--- config.mk ---
export PLATFORM = sky130hd
export DESIGN_NAME = hsv_to_rgb_integer
export DESIGN_NICKNAME = d
export VERILOG_FILES = /design/src/sv/hsvrgb_pkg.sv /design/src/sv/hsvrgb_front.sv /design/src/sv/hsvrgb_queue.sv /design/src/sv/hsvrgb_back.sv /design/src/sv/hsv_to_rgb_integer.sv
export SDC_FILE = /design/constraint.sdc
export NUM_CORES = 1
export LEC_CHECK = 0
export BUFFER_PORTS_ARGS = -buffer_cell sky130_fd_sc_hd__buf_2
export CORE_MARGIN = 3
export CORE_UTILIZATION = 45
export CTS_CLUSTER_DIAMETER = 50
export DETAILED_ROUTE_END_ITERATION = 10
export GPL_TIMING_DRIVEN = 1
export HOLD_SLACK_MARGIN = 0.06
export SLEW_MARGIN = 20
export SYNTH_ARGS = -nofsm -noshare
export SYNTH_HDL_FRONTEND = slang
export SYNTH_SLANG_ARGS = --single-unit
--- constraint.sdc ---
create_clock -name clock -period 11.4 [get_ports clock]
set_input_delay 0.57 -clock clock [delete_from_list [all_inputs] [get_ports clock]]
set_output_delay 0.57 -clock clock [all_outputs]
set_load 0.02 [all_outputs]
--- src/sv/hsvrgb_pkg.sv ---
package hsvrgb_pkg;

   localparam int unsigned FULL_SCALE  = 255;
   localparam int unsigned DEG_SECTOR  = 60;
   localparam int unsigned QUEUE_DEPTH = 2;

   typedef enum logic [2:0] {
      SECT_0    = 3'd0,
      SECT_1    = 3'd1,
      SECT_2    = 3'd2,
      SECT_3    = 3'd3,
      SECT_4    = 3'd4,
      SECT_5    = 3'd5,
      SECT_NONE = 3'd6
   } sector_type;

   typedef struct packed {
      logic [15:0] chroma_prod;
      sector_type  sector;
      logic [7:0]  weight;
      logic [7:0]  value_level;
   } entry_type;

   // Exact floor(x/255) for x up to 255*255: (x + 1 + (x >> 8)) >> 8
   function automatic logic [7:0] div_full_scale(input logic [15:0] x);
      logic [16:0] sum;
      sum = {1'b0, x} + 17'd1 + {9'd0, x[15:8]};
      return sum[15:8];
   endfunction

endpackage

--- src/sv/hsvrgb_front.sv ---
module hsvrgb_front (
   input  logic                   clock,
   input  logic                   reset,
   input  logic                   start,
   output logic                   busy,
   input  logic [8:0]             req_hue,
   input  logic [7:0]             req_saturation,
   input  logic [7:0]             req_value_level,
   input  logic                   q_full,
   output logic                   push,
   output hsvrgb_pkg::entry_type  push_data
);

   logic       stage_vld_ff, stage_vld_in;
   logic [8:0] hue_ff;
   logic [7:0] sat_ff;
   logic [7:0] val_ff;
   logic       take;

   hsvrgb_pkg::sector_type sector;
   logic [13:0] hue_x17;
   logic [11:0] hp;
   logic [11:0] base;
   logic [11:0] pos;
   logic        odd;

   assign push         = stage_vld_ff && !q_full;
   assign busy         = stage_vld_ff && q_full;
   assign take         = start && !busy;
   assign stage_vld_in = take || (stage_vld_ff && !push);

   always_ff @(posedge clock) begin
      if (reset) begin
         stage_vld_ff <= 1'b0;
      end else begin
         stage_vld_ff <= stage_vld_in;
      end
   end

   always_ff @(posedge clock) begin
      if (take) begin
         hue_ff <= req_hue;
         sat_ff <= req_saturation;
         val_ff <= req_value_level;
      end
   end

   // Sector is floor(hue/60), which equals floor(hp/255), for hues below 360; higher hues give SECT_NONE
   always_comb begin
      if (hue_ff < 9'(1 * hsvrgb_pkg::DEG_SECTOR)) begin
         sector = hsvrgb_pkg::SECT_0;
      end else if (hue_ff < 9'(2 * hsvrgb_pkg::DEG_SECTOR)) begin
         sector = hsvrgb_pkg::SECT_1;
      end else if (hue_ff < 9'(3 * hsvrgb_pkg::DEG_SECTOR)) begin
         sector = hsvrgb_pkg::SECT_2;
      end else if (hue_ff < 9'(4 * hsvrgb_pkg::DEG_SECTOR)) begin
         sector = hsvrgb_pkg::SECT_3;
      end else if (hue_ff < 9'(5 * hsvrgb_pkg::DEG_SECTOR)) begin
         sector = hsvrgb_pkg::SECT_4;
      end else if (hue_ff < 9'(6 * hsvrgb_pkg::DEG_SECTOR)) begin
         sector = hsvrgb_pkg::SECT_5;
      end else begin
         sector = hsvrgb_pkg::SECT_NONE;
      end
   end

   always_comb begin
      unique case (sector)
         hsvrgb_pkg::SECT_0: base = 12'd0;
         hsvrgb_pkg::SECT_1: base = 12'(1 * hsvrgb_pkg::FULL_SCALE);
         hsvrgb_pkg::SECT_2: base = 12'(2 * hsvrgb_pkg::FULL_SCALE);
         hsvrgb_pkg::SECT_3: base = 12'(3 * hsvrgb_pkg::FULL_SCALE);
         hsvrgb_pkg::SECT_4: base = 12'(4 * hsvrgb_pkg::FULL_SCALE);
         hsvrgb_pkg::SECT_5: base = 12'(5 * hsvrgb_pkg::FULL_SCALE);
         default:            base = 12'd0;
      endcase
   end

   // hp = floor(255*hue/60) = floor(17*hue/4)
   assign hue_x17 = {1'b0, hue_ff, 4'd0} + {5'd0, hue_ff};
   assign hp      = hue_x17[13:2];
   assign pos     = hp - base;
   assign odd     = (sector == hsvrgb_pkg::SECT_1) || (sector == hsvrgb_pkg::SECT_3) ||
                    (sector == hsvrgb_pkg::SECT_5);

   // Weight of X is 255 - |hp mod 510 - 255|: rising in even sectors, falling in odd
   always_comb begin
      push_data.chroma_prod = 16'(sat_ff * val_ff);
      push_data.sector      = sector;
      push_data.weight      = odd ? (8'(hsvrgb_pkg::FULL_SCALE) - pos[7:0]) : pos[7:0];
      push_data.value_level = val_ff;
   end

endmodule

--- src/sv/hsvrgb_queue.sv ---
module hsvrgb_queue #(
   parameter int unsigned DEPTH = hsvrgb_pkg::QUEUE_DEPTH
) (
   input  logic                   clock,
   input  logic                   reset,
   input  logic                   push,
   input  hsvrgb_pkg::entry_type  push_data,
   output logic                   full,
   output logic                   pop_vld,
   output hsvrgb_pkg::entry_type  pop_data
);

   localparam int unsigned PTR_W = (DEPTH > 1) ? $clog2(DEPTH) : 1;
   localparam int unsigned CNT_W = $clog2(DEPTH + 1);

   hsvrgb_pkg::entry_type slot_ff [DEPTH];
   logic [PTR_W-1:0] wr_ptr_ff, wr_ptr_in;
   logic [PTR_W-1:0] rd_ptr_ff, rd_ptr_in;
   logic [CNT_W-1:0] count_ff, count_in;
   logic             pop;

   assign full     = (count_ff == CNT_W'(DEPTH));
   assign pop_vld  = (count_ff != '0);
   // The back end never stalls: drain every cycle
   assign pop      = pop_vld;
   assign pop_data = slot_ff[rd_ptr_ff];

   always_comb begin
      wr_ptr_in = wr_ptr_ff;
      rd_ptr_in = rd_ptr_ff;
      count_in  = count_ff;
      if (push) begin
         wr_ptr_in = (wr_ptr_ff == PTR_W'(DEPTH - 1)) ? '0 : wr_ptr_ff + 1'b1;
      end
      if (pop) begin
         rd_ptr_in = (rd_ptr_ff == PTR_W'(DEPTH - 1)) ? '0 : rd_ptr_ff + 1'b1;
      end
      if (push && !pop) begin
         count_in = count_ff + 1'b1;
      end else if (pop && !push) begin
         count_in = count_ff - 1'b1;
      end
   end

   always_ff @(posedge clock) begin
      if (reset) begin
         wr_ptr_ff <= '0;
         rd_ptr_ff <= '0;
         count_ff  <= '0;
      end else begin
         wr_ptr_ff <= wr_ptr_in;
         rd_ptr_ff <= rd_ptr_in;
         count_ff  <= count_in;
      end
   end

   always_ff @(posedge clock) begin
      if (push) begin
         slot_ff[wr_ptr_ff] <= push_data;
      end
   end

endmodule

--- src/sv/hsvrgb_back.sv ---
module hsvrgb_back (
   input  logic                   clock,
   input  logic                   reset,
   input  logic                   in_vld,
   input  hsvrgb_pkg::entry_type  in_data,
   output logic                   rsp_valid,
   output logic [7:0]             rsp_red,
   output logic [7:0]             rsp_green,
   output logic [7:0]             rsp_blue
);

   // Stage 1: chroma
   logic                   s1_vld_ff;
   logic [7:0]             s1_chroma_ff;
   logic [7:0]             s1_weight_ff;
   logic [7:0]             s1_value_ff;
   hsvrgb_pkg::sector_type s1_sector_ff;

   // Stage 2: chroma * weight, offset
   logic                   s2_vld_ff;
   logic [15:0]            s2_xprod_ff;
   logic [7:0]             s2_chroma_ff;
   logic [7:0]             s2_offset_ff;
   hsvrgb_pkg::sector_type s2_sector_ff;

   // Stage 3: result
   logic                   rsp_vld_ff;
   logic [7:0]             red_ff, red_in;
   logic [7:0]             green_ff, green_in;
   logic [7:0]             blue_ff, blue_in;
   logic [7:0]             x_val;

   always_ff @(posedge clock) begin
      if (reset) begin
         s1_vld_ff  <= 1'b0;
         s2_vld_ff  <= 1'b0;
         rsp_vld_ff <= 1'b0;
      end else begin
         s1_vld_ff  <= in_vld;
         s2_vld_ff  <= s1_vld_ff;
         rsp_vld_ff <= s2_vld_ff;
      end
   end

   always_ff @(posedge clock) begin
      s1_chroma_ff <= hsvrgb_pkg::div_full_scale(in_data.chroma_prod);
      s1_weight_ff <= in_data.weight;
      s1_value_ff  <= in_data.value_level;
      s1_sector_ff <= in_data.sector;

      s2_xprod_ff  <= 16'(s1_chroma_ff * s1_weight_ff);
      s2_chroma_ff <= s1_chroma_ff;
      s2_offset_ff <= s1_value_ff - s1_chroma_ff;
      s2_sector_ff <= s1_sector_ff;

      red_ff       <= red_in;
      green_ff     <= green_in;
      blue_ff      <= blue_in;
   end

   assign x_val = hsvrgb_pkg::div_full_scale(s2_xprod_ff);

   // Place chroma and X by sector, then lift every channel by the offset
   always_comb begin
      red_in   = s2_offset_ff;
      green_in = s2_offset_ff;
      blue_in  = s2_offset_ff;
      unique case (s2_sector_ff)
         hsvrgb_pkg::SECT_0: begin
            red_in   = s2_offset_ff + s2_chroma_ff;
            green_in = s2_offset_ff + x_val;
         end
         hsvrgb_pkg::SECT_1: begin
            red_in   = s2_offset_ff + x_val;
            green_in = s2_offset_ff + s2_chroma_ff;
         end
         hsvrgb_pkg::SECT_2: begin
            green_in = s2_offset_ff + s2_chroma_ff;
            blue_in  = s2_offset_ff + x_val;
         end
         hsvrgb_pkg::SECT_3: begin
            green_in = s2_offset_ff + x_val;
            blue_in  = s2_offset_ff + s2_chroma_ff;
         end
         hsvrgb_pkg::SECT_4: begin
            red_in   = s2_offset_ff + x_val;
            blue_in  = s2_offset_ff + s2_chroma_ff;
         end
         hsvrgb_pkg::SECT_5: begin
            red_in   = s2_offset_ff + s2_chroma_ff;
            blue_in  = s2_offset_ff + x_val;
         end
         default: begin
         end
      endcase
   end

   assign rsp_valid = rsp_vld_ff;
   assign rsp_red   = red_ff;
   assign rsp_green = green_ff;
   assign rsp_blue  = blue_ff;

endmodule

--- src/sv/hsv_to_rgb_integer.sv ---
// HSV to RGB converter, one pixel per clock. Raise start with hue (degrees),
// saturation and value; the pixel is taken at any edge where start is high and
// busy is low. The result appears on rsp_red/green/blue with rsp_valid high for
// a single cycle, after passing the pipeline, in order; the receiver cannot
// hold it, so capture it when rsp_valid is seen. The pipeline (input register,
// two-entry queue, three stages for chroma, X and the channel sums) drains every
// cycle, so busy stays low and a new pixel may be given on every clock.
// Hues of 360 and above give all three channels equal to value minus chroma.
module hsv_to_rgb_integer #(
   parameter int unsigned QUEUE_DEPTH = hsvrgb_pkg::QUEUE_DEPTH
) (
   input  logic       clock,
   input  logic       reset,
   input  logic       start,
   output logic       busy,
   input  logic [8:0] req_hue,
   input  logic [7:0] req_saturation,
   input  logic [7:0] req_value_level,
   output logic       rsp_valid,
   output logic [7:0] rsp_red,
   output logic [7:0] rsp_green,
   output logic [7:0] rsp_blue
);

   logic                  q_full;
   logic                  push;
   hsvrgb_pkg::entry_type push_data;
   logic                  pop_vld;
   hsvrgb_pkg::entry_type pop_data;

   hsvrgb_front u_front (
      .clock           (clock),
      .reset           (reset),
      .start           (start),
      .busy            (busy),
      .req_hue         (req_hue),
      .req_saturation  (req_saturation),
      .req_value_level (req_value_level),
      .q_full          (q_full),
      .push            (push),
      .push_data       (push_data)
   );

   hsvrgb_queue #(
      .DEPTH (QUEUE_DEPTH)
   ) u_queue (
      .clock     (clock),
      .reset     (reset),
      .push      (push),
      .push_data (push_data),
      .full      (q_full),
      .pop_vld   (pop_vld),
      .pop_data  (pop_data)
   );

   hsvrgb_back u_back (
      .clock     (clock),
      .reset     (reset),
      .in_vld    (pop_vld),
      .in_data   (pop_data),
      .rsp_valid (rsp_valid),
      .rsp_red   (rsp_red),
      .rsp_green (rsp_green),
      .rsp_blue  (rsp_blue)
   );

endmodule
## After elaboration in Yosys (flattened, before gate mapping)

Memory sizes are Yosys's and may differ from the RTL's. A register that Yosys moved wholly into a read port is not among the register bits.
Index checks and enable logic that the tools add are counted.
Widths: inputs -> output; s select.

| word-level totals | value |
|---|---|
| flip-flop bits (word level) | 119 |
| memory bits (writable) | 70 |
| bits of input ports | 28 |
| output and inout port bits | 26 |
| word-level logic and storage cells | 96 |
| memories | 1 |

| operators by class | value |
|---|---|
| add/sub/neg operators | 14 |
| $mul | 2 |
| order comparisons | 6 |
| equal/unequal tests | 11 |
| muxes and demuxes | 19 |
| reductions and logical operators | 22 |

Memories:

| name | words | width | read ports | clocked after Yosys merged registers in | write ports | RTL line | RTL |
|---|---|---|---|---|---|---|---|
| u_queue.slot_ff | 2 | 35 | 1 | 1 | 1 | hsvrgb_queue.sv:16 | `hsvrgb_pkg::entry_type slot_ff [DEPTH];` |

Operators by type and width:

| operator | count |
|---|---|
| $pmux 8 s2 | 3 |
| $pmux 8 s5 | 1 |
| $add 16x1->16 const B | 2 |
| $add 16x8->16 | 2 |
| $mul 8x8->16 | 2 |
| $lt 9x8->1 const B | 2 |
| $lt 9x9->1 const B | 2 |
| $add 8x8->8 | 2 |
| $sub 8x8->8 | 2 |
| $mux 3 | 5 |
| $eq 3x2->1 const B | 4 |
| $eq 3x3->1 const B | 4 |
| $reduce_or 2->1 | 6 |
| $add 10x9->10 | 1 |
| $lt 9x6->1 const B | 1 |
| $lt 9x7->1 const B | 1 |
| $mux 8 | 1 |
| $sub 8x8->8 const A | 1 |
| $eq 3x1->1 const B | 2 |
| $logic_and 1x1->1 | 6 |
| $mux 1 | 6 |
| $mux 2 | 3 |
| $logic_not 1->1 | 4 |
| $reduce_bool 2->1 | 2 |
| other kinds (6) | 9 |

## Depth between registers and ports, before layout

Gate-level depths: netlist of the first run.

| logic depth | value |
|---|---|
| depth after elaboration | 12 |
| depth in mapped cells | 18 |

## Hierarchy

Synthesis of the first run repeated with hierarchy kept, for this count alone.

| unflattened totals | value |
|---|---|
| cell total of the unflattened synthesis | 1,124 |
| area total of the unflattened synthesis | 12,209.2 µm² |

By module, submodules not included:

| module | instances | cells an instance | area an instance (µm²) | sequential area each (µm²) |
|---|---|---|---|---|
| hsvrgb_back | 1 | 623 | 5,952.0 | 1,781.7 |
| hsvrgb_front | 1 | 370 | 3,525.9 | 770.7 |
| hsvrgb_queue | 1 | 131 | 2,731.4 | 2,202.1 |

## Worst setup path after synthesis of the first run

No wires, ideal clock.

| timing path | value |
|---|---|
| path type | reg-to-reg |
| start | register u_front.val_ff[7] |
| end | memory u_queue.slot_ff[0][34] (netlist name), data pin |
| setup time | 0.263 ns |
| data arrival time | 4.052 ns |
| data required time | 11.137 ns |
| slack | 7.085 ns |
| stages on the path, launching flop included | 16 |
| path through | edfxtp_1 nand2_1 fa_1 fa_1 inv_1 fa_1 inv_1 fa_1 inv_1 ha_1 o21a_1 o31a_1 o31a_1 o21bai_1 nand2_1 a211o_1 |

RTL lines:

| element | RTL line | RTL |
|---|---|---|
| from (decl) | hsvrgb_front.sv:17 | `logic [7:0] val_ff;` |
| from (signal assigned) | hsvrgb_front.sv:44 | `val_ff <= req_value_level;` |
| to (decl) | hsvrgb_queue.sv:16 |  |

==> results.py, run 1 <==
metrics = {
    "yosys": {
        "synth_edf_count": 95,
        "synth_area_per_cell_um2": 10.5,
        "netlist_area_um2": 12500,
        "syn_inst": 1189,
        "ys_types": 65,
        "ys_seq_area_frac": 0.380,
        "synth-main-ff-cell": "edfxtp_1",
        "async_reset_ff_frac": 0,
        "ys_warn_count": 0,
        "syn-num-nets": 1416,
        "synth_seq_cells": 190,
    },
    "routing": {
        "first_iter_violations": 496,
        "vias": 8209,
        "routed_wl_mm": 24.1,
        "routedWlPerCell_um": 14.8,
        "postRouteAntennaNets": 0,
        "dr.pass1.iters": 5,
        "drc_errors": 0,
        "vias_per_cell": 5.05,
    },
    "clock_tree": {
        "ctsResizeCount": 0,
        "cts_buffers": 17,
        "cts_tree": "yes",
        "cts_root_buffer": "clkbuf_16",
        "clock_latency_ns": 0.43,
        "clock_sinks": 190,
        "postCtsSetupRepairBufs": 0,
        "htreeDepth": 4,
        "hold_buffers": 0,
        "clockBufferDepth": 2,
        "clk_pin_slew_ns": 0.08,
    },
    "critical_path": {
        "start_kind": "flop",
        "r2r-start": "u_front.val_ff[7]",
        "cp_data_arrival_time_ns": 4.84,
        "reg2regPathDepth": 15,
        "r2r_slack_ns": 6.75,
        "path_cells": "nand2_1 -> fa_1 -> fa_1 -> inv_1 -> fa_1 -> inv_1 -> fa_1 -> inv_1 -> ha_1 -> o21a_1 -> o31a_1 -> o31a_1 -> o21bai_1 -> nand2_1 -> a211o_1",
        "cp.depth": 15,
        "r2r-end": "u_queue.slot_ff[1][34]",
        "crit_type": "reg -> reg",
        "timing.critical_path.buf_inv": 3,
        "cp_max_fo": 10,
        "slowest_stage": "fa_1",
        "cpMostUsedCell": "fa_1",
        "crit_required_ns": 11.59,
        "cpPeakStageDelay_ns": 0.55,
        "cp_top_family": "adder cells",
        "cp-end-kind": "flop",
    },
    "cells_and_area": {
        "top_register": "u_queue.slot_ff",
        "n_fill_cell": 2480,
        "reg_top3": "u_queue.slot_ff: 70 flops, u_back.s2_xprod_ff: 16 flops, u_front.hue_ff: 9 flops",
        "largest_register_ffs": 70,
        "diodes": 0,
        "fin_area_um2": 13800,
        "drive_above_1_share": 0.108,
        "fin_nets": 1469,
        "synthToLayoutAreaGrowth_pct": 10.2,
    },
    "placement": {
        "place_ws_ns": 6.74,
        "dpl.hpwl_mm": 18.6,
        "io_buffers": 53,
        "dpl-instance-area_um2": 13200,
        "gp_congestion": 0.854,
    },
    "worst_hold_path": {
        "whs_endpoint": "u_front.hue_ff[7]",
        "min_path_cells": 1,
        "min-delay-start": "req_hue[7]",
        "min_path_type": "in -> reg",
    },
    "floorplanning": {
        "dieArea_um2": 29800,
        "die_w_um": 173,
        "num_rows": 60,
        "core_um2": 27100,
        "io_pins": 54,
        "dieHeight_um": 173,
        "start_util": 0.462,
    },
    "sta": {
        "fmax_mhz": 215,
        "finalCriticalPeriod_ns": 4.65,
        "fin_skew_ns": 0.0118,
        "fin_crit_sh": 0.408,
        "relSlewSlack": 0.463,
        "fin_ws_ns": 6.75,
        "finalHoldViolCount": 0,
        "rsz0062_at_grt": "no",
        "tightest_slew_ns": 0.804,
        "tns_ns": 0,
        "finalSetupViolations": 0,
        "finalMaxSlewViolations": 0,
    },
    "global_route": {
        "grt_first_pass_wirelength_mm": 40.6,
        "grt_pass1_vias": 8205,
        "antenna_found_initial": 0,
        "grt_start_max_net_pins": 40,
        "track_usage": 0.167,
        "overflow": 0,
    },
    "run": {
        "drv_cap": 0,
    },
    "status": {
        "status": "finished, final reports clean",
    },
}
-- Yosys cell counts, drive strengths merged (5+ instances only) --
library cell	number	area, um2
and3	11	68.8
mux2	31	349
nor4	8	50.1
edfxtp	95	2850
o211ai	11	82.6
nand3	19	105
o41ai	5	51.3
inv	140	526
o21a	18	135
xnor2	45	394
xor2	22	193
clkbuf	15	57.6
fa	77	1540
nand2b	9	56.3
o311ai	5	51.3
ha	122	1530
buf	9	47.5
nor2	69	259
o21ai	33	165
a21o	10	75.1
and2	74	463
o31a	7	61.3
nand2	104	390
nor3	12	60.1
dfxtp	95	1900
a21oi	41	209
a211oi	9	67.6
mux2i	23	230
nor2b	15	93.8
-- per-layer routing --
metal,vias to the layer above,wire length [um],GRT usage
li1,4172,-,-
met1,3861,11600,0.226
met2,145,11500,0.278
met3,31,719,0.0290
met4,0,323,0.0436
met5,-,0,0
-- area by class of cell --
type                            count  area [um2]  share of cell area
Multi-Input combinational cell    834        7130               0.518
Sequential cell                   190        4750               0.345
Inverter                          141         529              0.0384
Tap cell                          372         465              0.0338
Clock buffer                       17         425              0.0309
Timing Repair Buffer               58         303              0.0220
Clock inverter                     15         170              0.0123
-- logic make-up (layout without fill, tap and decap cells) --
| family | count (synthesis) | in the layout | synth area share |
|---|---|---|---|
| adders and majority gates | 199 | 199 | 0.245 |
| and+or+nand+nor | 344 | 344 | 0.138 |
| muxes | 54 | 54 | 0.0463 |
| DFF | 190 | 190 | 0.380 |
| AOI/OAI and AO/OA | 170 | 170 | 0.0929 |
| xor gates and xnor gates | 67 | 67 | 0.0469 |
| buffers and inverters | 165 | 231 | 0.0507 |
-- metrics by stage --
stage	cells	hold WS [ns]	utilization
floorplan	1189	0.310	-
global placement	1595	0.364	0.486
detailed placement	1595	0.363	0.486
CTS	1627	0.277	0.508
global route	1627	0.279	0.508
finish	1627	0.300	0.508
-- worst max path at each step --
stage	startpoint	endpoint	slack, ns
2_1_floorplan	u_front.val_ff[7]	u_queue.slot_ff[0][34]	7.08
3_5_place_dp	u_front.val_ff[7]	u_queue.slot_ff[0][34]	6.74
6_report	u_front.val_ff[7]	u_queue.slot_ff[1][34]	6.75
3_3_place_gp	u_front.val_ff[7]	u_queue.slot_ff[0][34]	6.85
5_1_grt	u_front.val_ff[7]	u_queue.slot_ff[1][32]	6.42
4_1_cts	u_front.val_ff[7]	u_queue.slot_ff[0][34]	6.73
-- cells in the final DEF (no fill, tap or decap), types with 4 or more instances in the layout --
| cell | Yosys | routed |
|---|---|---|
| nand2b_1 | 9 | 9 |
| a21o_1 | 10 | 10 |
| fa_1 | 77 | 77 |
| inv_1 | 140 | 140 |
| and2_1 | 74 | 74 |
| nor2_1 | 69 | 68 |
| o31a_1 | 7 | 7 |
| buf_2 | 5 | 53 |
| o41ai_1 | 4 | 4 |
| xnor2_1 | 45 | 45 |
| a21boi_0 | 4 | 4 |
| buf_4 | 2 | 5 |
| o21ai_0 | 33 | 33 |
| ha_1 | 122 | 122 |
| o211ai_1 | 11 | 11 |
| nand3_1 | 17 | 17 |
| edfxtp_1 | 95 | 95 |
| and3_1 | 11 | 11 |
| xor2_1 | 22 | 21 |
| o311ai_1 | 4 | 4 |
| or3_1 | 4 | 4 |
| a31oi_1 | 4 | 4 |
| nor4_1 | 8 | 8 |
| o21a_1 | 18 | 18 |
| nor3_1 | 12 | 12 |
| a21oi_1 | 40 | 40 |
| clkinv_8 | 0 | 5 |
| nor2b_1 | 15 | 14 |
| clkbuf_16 | 0 | 17 |
| dfxtp_1 | 95 | 95 |
| nand2_1 | 104 | 104 |
| mux2_2 | 31 | 31 |
| mux2i_1 | 23 | 23 |
| a211oi_1 | 9 | 9 |
Power of run 1 is left out: the tool's default activity adds up to more than one toggle a clock period on the data nets, which glitch-free logic cannot reach.
==> run 2: changes to the inputs <==
==> constraint.sdc (replaced) <==
create_clock -name clock -period 4.7 [get_ports clock]
set_input_delay 0.235 -clock clock [delete_from_list [all_inputs] [get_ports clock]]
set_output_delay 0.235 -clock clock [all_outputs]
set_load 0.02 [all_outputs]
==> results.py, run 2 (synthesized netlist as in run 1, its figures left out) <==
metrics = {
    "sta": {
        "finalHoldViolCount": 0,
        "rsz0062_at_grt": "no",
        "relSlewSlack": 0.516,
        "finalCriticalPeriod_ns": 4.50,
        "fin_ws_ns": 0.201,
        "tns_ns": 0,
        "fin_skew_ns": 0.0197,
        "finalSetupViolations": 0,
        "fmax_mhz": 222,
        "finalMaxSlewViolations": 0,
        "tightest_slew_ns": 0.726,
        "fin_crit_sh": 0.957,
    },
    "critical_path": {
        "r2r_slack_ns": 0.20,
        "cp_max_fo": 10,
        "cp_data_arrival_time_ns": 4.68,
        "crit_required_ns": 4.88,
        "crit_type": "reg -> reg",
        "cp-end-kind": "flop",
        "start_kind": "flop",
        "reg2regPathDepth": 13,
    },
    "floorplanning": {
        "core_um2": 27100,
        "dieHeight_um": 173,
        "num_rows": 60,
        "start_util": 0.462,
        "die_w_um": 173,
        "io_pins": 54,
        "dieArea_um2": 29800,
    },
    "cells_and_area": {
        "largest_register_ffs": 70,
        "fin_area_um2": 14200,
        "reg_top3": "u_queue.slot_ff: 70 flops, u_back.s2_xprod_ff: 16 flops, u_front.hue_ff: 9 flops",
        "final_common_cell": "inv_1",
        "drive_above_1_share": 0.123,
        "top_register": "u_queue.slot_ff",
        "final_cell_mix": "inv_1 (140), ha_1 (121), nand2_1 (103)",
        "diodes": 0,
        "fin_nets": 1516,
        "synthToLayoutAreaGrowth_pct": 13.8,
    },
    "clock_tree": {
        "clockBufferDepth": 2,
        "cts_root_buffer": "clkbuf_16",
        "htreeDepth": 4,
        "clk_pin_slew_ns": 0.08,
        "cts_buffers": 17,
        "clock_sinks": 190,
        "clock_latency_ns": 0.44,
        "cts_tree": "yes",
    },
    "worst_hold_path": {
        "min_path_type": "reg -> reg",
        "min_path_cells": 0,
    },
    "placement": {
        "dpl-instance-area_um2": 13300,
        "gp_congestion": 0.846,
        "dpl.hpwl_mm": 18.6,
        "place_ws_ns": 0.130,
        "io_buffers": 53,
    },
    "routing": {
        "drc_errors": 0,
        "postRouteAntennaNets": 0,
        "vias": 8428,
        "first_iter_violations": 451,
        "vias_per_cell": 5.03,
        "routedWlPerCell_um": 14.6,
        "dr.pass1.iters": 7,
        "routed_wl_mm": 24.4,
    },
    "global_route": {
        "overflow": 0,
        "grt_pass1_vias": 8427,
        "grt_first_pass_wirelength_mm": 41.1,
        "antenna_found_initial": 0,
        "grt_start_max_net_pins": 36,
        "track_usage": 0.168,
    },
    "status": {
        "status": "finished, final reports clean",
    },
    "run": {
        "drv_cap": 0,
    },
}
run 2: cell count changes in the layout (fill, tap and decap cells not counted), sizes merged:
cell | previous run | this run
dlygate4sd3 | 0 | 27
inv | 146 | 148
clkinvlp | 1 | 0
buf | 58 | 78
clkinv | 9 | 8
run 2: cell type report:
class / count / area [um2]
Clock inverter: 15 / 181
Tap cell: 372 / 465
Multi-Input combinational cell: 834 / 7160
Sequential cell: 190 / 4760
Fill cell: 2394 / 12900
Timing Repair Buffer: 105 / 723
Clock buffer: 17 / 425
Inverter: 141 / 529
run 2: critical path, stage by stage, from the launching register on:
cell      delay, ns
edfxtp_1       0.55
nand2_1        0.12
fa_1           0.45
fa_1           0.58
fa_1           0.44
fa_1           0.54
inv_1          0.04
ha_1           0.32
o21a_1         0.20
o31a_1         0.13
o31a_1         0.33
o21bai_2       0.19
nand2_1        0.09
a211o_1        0.28
run 2: repair_timing:
action / 4_1_cts / 5_1_grt
gates resized for setup: 0 / 5
endpoints found under the hold margin: 28 / 0
setup endpoints to repair: 0 / 7
buffers inserted: 0 / 3
hold buffers: 27 / 0
run 2: metrics by stage:
| step | instances | util | hold slack [ns] |
|---|---|---|---|
| global route | 1674 | 0.525 | 0.369 |
| finish | 1674 | 0.525 | 0.356 |
| detailed placement | 1612 | 0.491 | 0.359 |
| floorplan | 1189 | - | 0.310 |
| global placement | 1612 | 0.491 | 0.372 |
| CTS | 1671 | 0.524 | 0.363 |
run 2: worst paths after layout:
| kind | start | endpoint |
|---|---|---|
| min reg2reg | u_back.s1_sector_ff[0] | u_back.s2_sector_ff[0] |
| min | u_back.s1_sector_ff[0] | u_back.s2_sector_ff[0] |
| max | u_front.val_ff[2] | u_queue.slot_ff[0][34] |
| max reg2reg | u_front.val_ff[2] | u_queue.slot_ff[0][34] |
run 2: routing by layer:
| metal | GRT usage | part of all wire | vias to the layer above |
|---|---|---|---|
| li1 | - | - | 4253 |
| met1 | 0.219 | 0.47 | 4000 |
| met2 | 0.292 | 0.48 | 147 |
| met3 | 0.0231 | 0.029 | 28 |
| met4 | 0.0517 | 0.020 | 0 |
| met5 | 0 | 0 | - |
Power of run 2 is left out for the same reason.
==> run 3: changes to the inputs <==
--- a/config.mk
+++ b/config.mk
@@ -5,11 +5,11 @@
 export SDC_FILE = /design/constraint.sdc
 export NUM_CORES = 1
 export LEC_CHECK = 0
-export BUFFER_PORTS_ARGS = -buffer_cell sky130_fd_sc_hd__buf_2
 export CORE_MARGIN = 3
 export CORE_UTILIZATION = 45
 export CTS_CLUSTER_DIAMETER = 50
 export DETAILED_ROUTE_END_ITERATION = 10
+export DONT_BUFFER_PORTS = 1
 export GPL_TIMING_DRIVEN = 1
 export HOLD_SLACK_MARGIN = 0.06
 export SLEW_MARGIN = 20
==> results.py, run 3 (synthesized netlist as in run 1, its figures left out) <==
metrics = {
    "sta": {
        "rsz0062_at_grt": "no",
        "finalCriticalPeriod_ns": 4.50,
        "fmax_mhz": 222,
        "finalMaxSlewViolations": 0,
        "finalSetupViolations": 0,
        "finalHoldViolCount": 0,
        "relSlewSlack": 0.545,
        "fin_skew_ns": 0.0235,
        "tightest_slew_ns": 0.682,
        "fin_crit_sh": 0.957,
        "tns_ns": 0,
    },
    "global_route": {
        "grt_start_max_net_pins": 36,
        "track_usage": 0.166,
        "antenna_found_initial": 1,
        "grt.busiest_layer": "met2",
        "overflow": 0,
        "use_met2": 0.285,
        "use_met1": 0.217,
        "use_met3": 0.0285,
        "grt_pass1_vias": 8393,
        "grt_first_pass_wirelength_mm": 41.0,
    },
    "routing": {
        "routed_wl_mm": 24.2,
        "vias": 8210,
        "first_iter_violations": 438,
        "dr.pass1.iters": 5,
        "drc_errors": 0,
        "postRouteAntennaNets": 0,
        "routedWlPerCell_um": 14.9,
        "vias_per_cell": 5.04,
    },
    "run": {
        "drv_cap": 0,
    },
    "clock_tree": {
        "htreeDepth": 4,
        "clk_pin_slew_ns": 0.08,
        "clock_sinks": 190,
        "cts_root_buffer": "clkbuf_16",
        "clock_latency_ns": 0.44,
        "clockBufferDepth": 2,
        "cts_buffers": 17,
        "cts_tree": "yes",
    },
    "cells_and_area": {
        "final_common_cell": "inv_1",
        "top_register": "u_queue.slot_ff",
        "largest_register_ffs": 70,
        "diodes": 0,
        "final_cell_mix": "inv_1 (140), ha_1 (121), nand2_1 (104)",
        "n_fill_cell": 2394,
        "multi_input_area_um2": 7170,
        "fin_nets": 1470,
        "drive_above_1_share": 0.0924,
        "reg_top3": "u_queue.slot_ff: 70 flops, u_back.s2_xprod_ff: 16 flops, u_front.hue_ff: 9 flops",
        "register_area_um2": 4760,
        "synthToLayoutAreaGrowth_pct": 12.4,
    },
    "floorplanning": {
        "dieArea_um2": 29800,
        "dieHeight_um": 173,
        "core_um2": 27100,
        "num_rows": 60,
        "die_w_um": 173,
        "start_util": 0.462,
        "io_pins": 54,
    },
    "critical_path": {
        "reg2regPathDepth": 14,
        "crit_required_ns": 4.90,
        "crit_type": "reg -> reg",
        "cp_max_fo": 5,
        "cp-end-kind": "flop",
        "cp_data_arrival_time_ns": 4.69,
        "start_kind": "flop",
    },
    "placement": {
        "io_buffers": 0,
        "dpl.hpwl_mm": 19.0,
        "gp_congestion": 0.849,
    },
    "status": {
        "status": "finished, final reports clean",
    },
    "worst_hold_path": {
        "min_path_cells": 2,
        "min_path_type": "in -> reg",
    },
}
-- run 3: worst paths after layout --
path                                              from                     end  slack [ns]
worst max-delay path                 u_front.sat_ff[1]  u_queue.slot_ff[0][34]        0.20
worst min-delay path                             start       u_front.sat_ff[7]        0.35
worst max register to register       u_front.sat_ff[1]  u_queue.slot_ff[0][34]        0.20
worst min register to register  u_back.s1_sector_ff[0]  u_back.s2_sector_ff[0]        0.35
-- run 3: metal layers --
layer | vias to the layer above | routed length (um)
li1 | 4164 | -
met5 | - | 0
met3 | 28 | 766
met2 | 139 | 11600
met1 | 3879 | 11300
met4 | 0 | 504
-- run 3: worst max-delay path, stage by stage (launching register included) --
cell and delay [ns]:
edfxtp_1 0.43, buf_4 0.15, nand2_1 0.07, fa_1 0.47, fa_1 0.57, fa_1 0.44, fa_1 0.54, inv_1 0.04
ha_1 0.33, o21a_1 0.19, o31a_1 0.13, o31a_1 0.29, o21bai_2 0.20, nand2_1 0.11, a211o_1 0.29
-- run 3: what timing repair did --
action	CTS	global route
buffers inserted	0	5
hold buffers	27	0
setup endpoints to repair	0	7
endpoints found under the hold margin	34	0
resized for setup	0	6
-- run 3: layout make-up --
type	count	area share
clock buffers	17	0.0303
clock inverters	15	0.0132
inverters	141	0.0376
multi-input cells	834	0.510
flip-flops and latches	190	0.338
well taps	372	0.0331
repair buffers	59	0.0377
-- run 3: through the flow --
step | hold slack, ns | util | setup WS [ns] | std cells | instance area, um2
after floorplan | 0.310 | - | 0.385 | 1189 | 12500
after detailed placement | 0.307 | 0.482 | 0.107 | 1563 | 13100
after global routing | 0.349 | 0.519 | 0.00760 | 1628 | 14100
after CTS | 0.345 | 0.515 | 0.0790 | 1622 | 14000
after global placement | 0.308 | 0.482 | 0.210 | 1563 | 13100
final | 0.345 | 0.519 | 0.203 | 1628 | 14100
Power of run 3 is left out for the same reason.
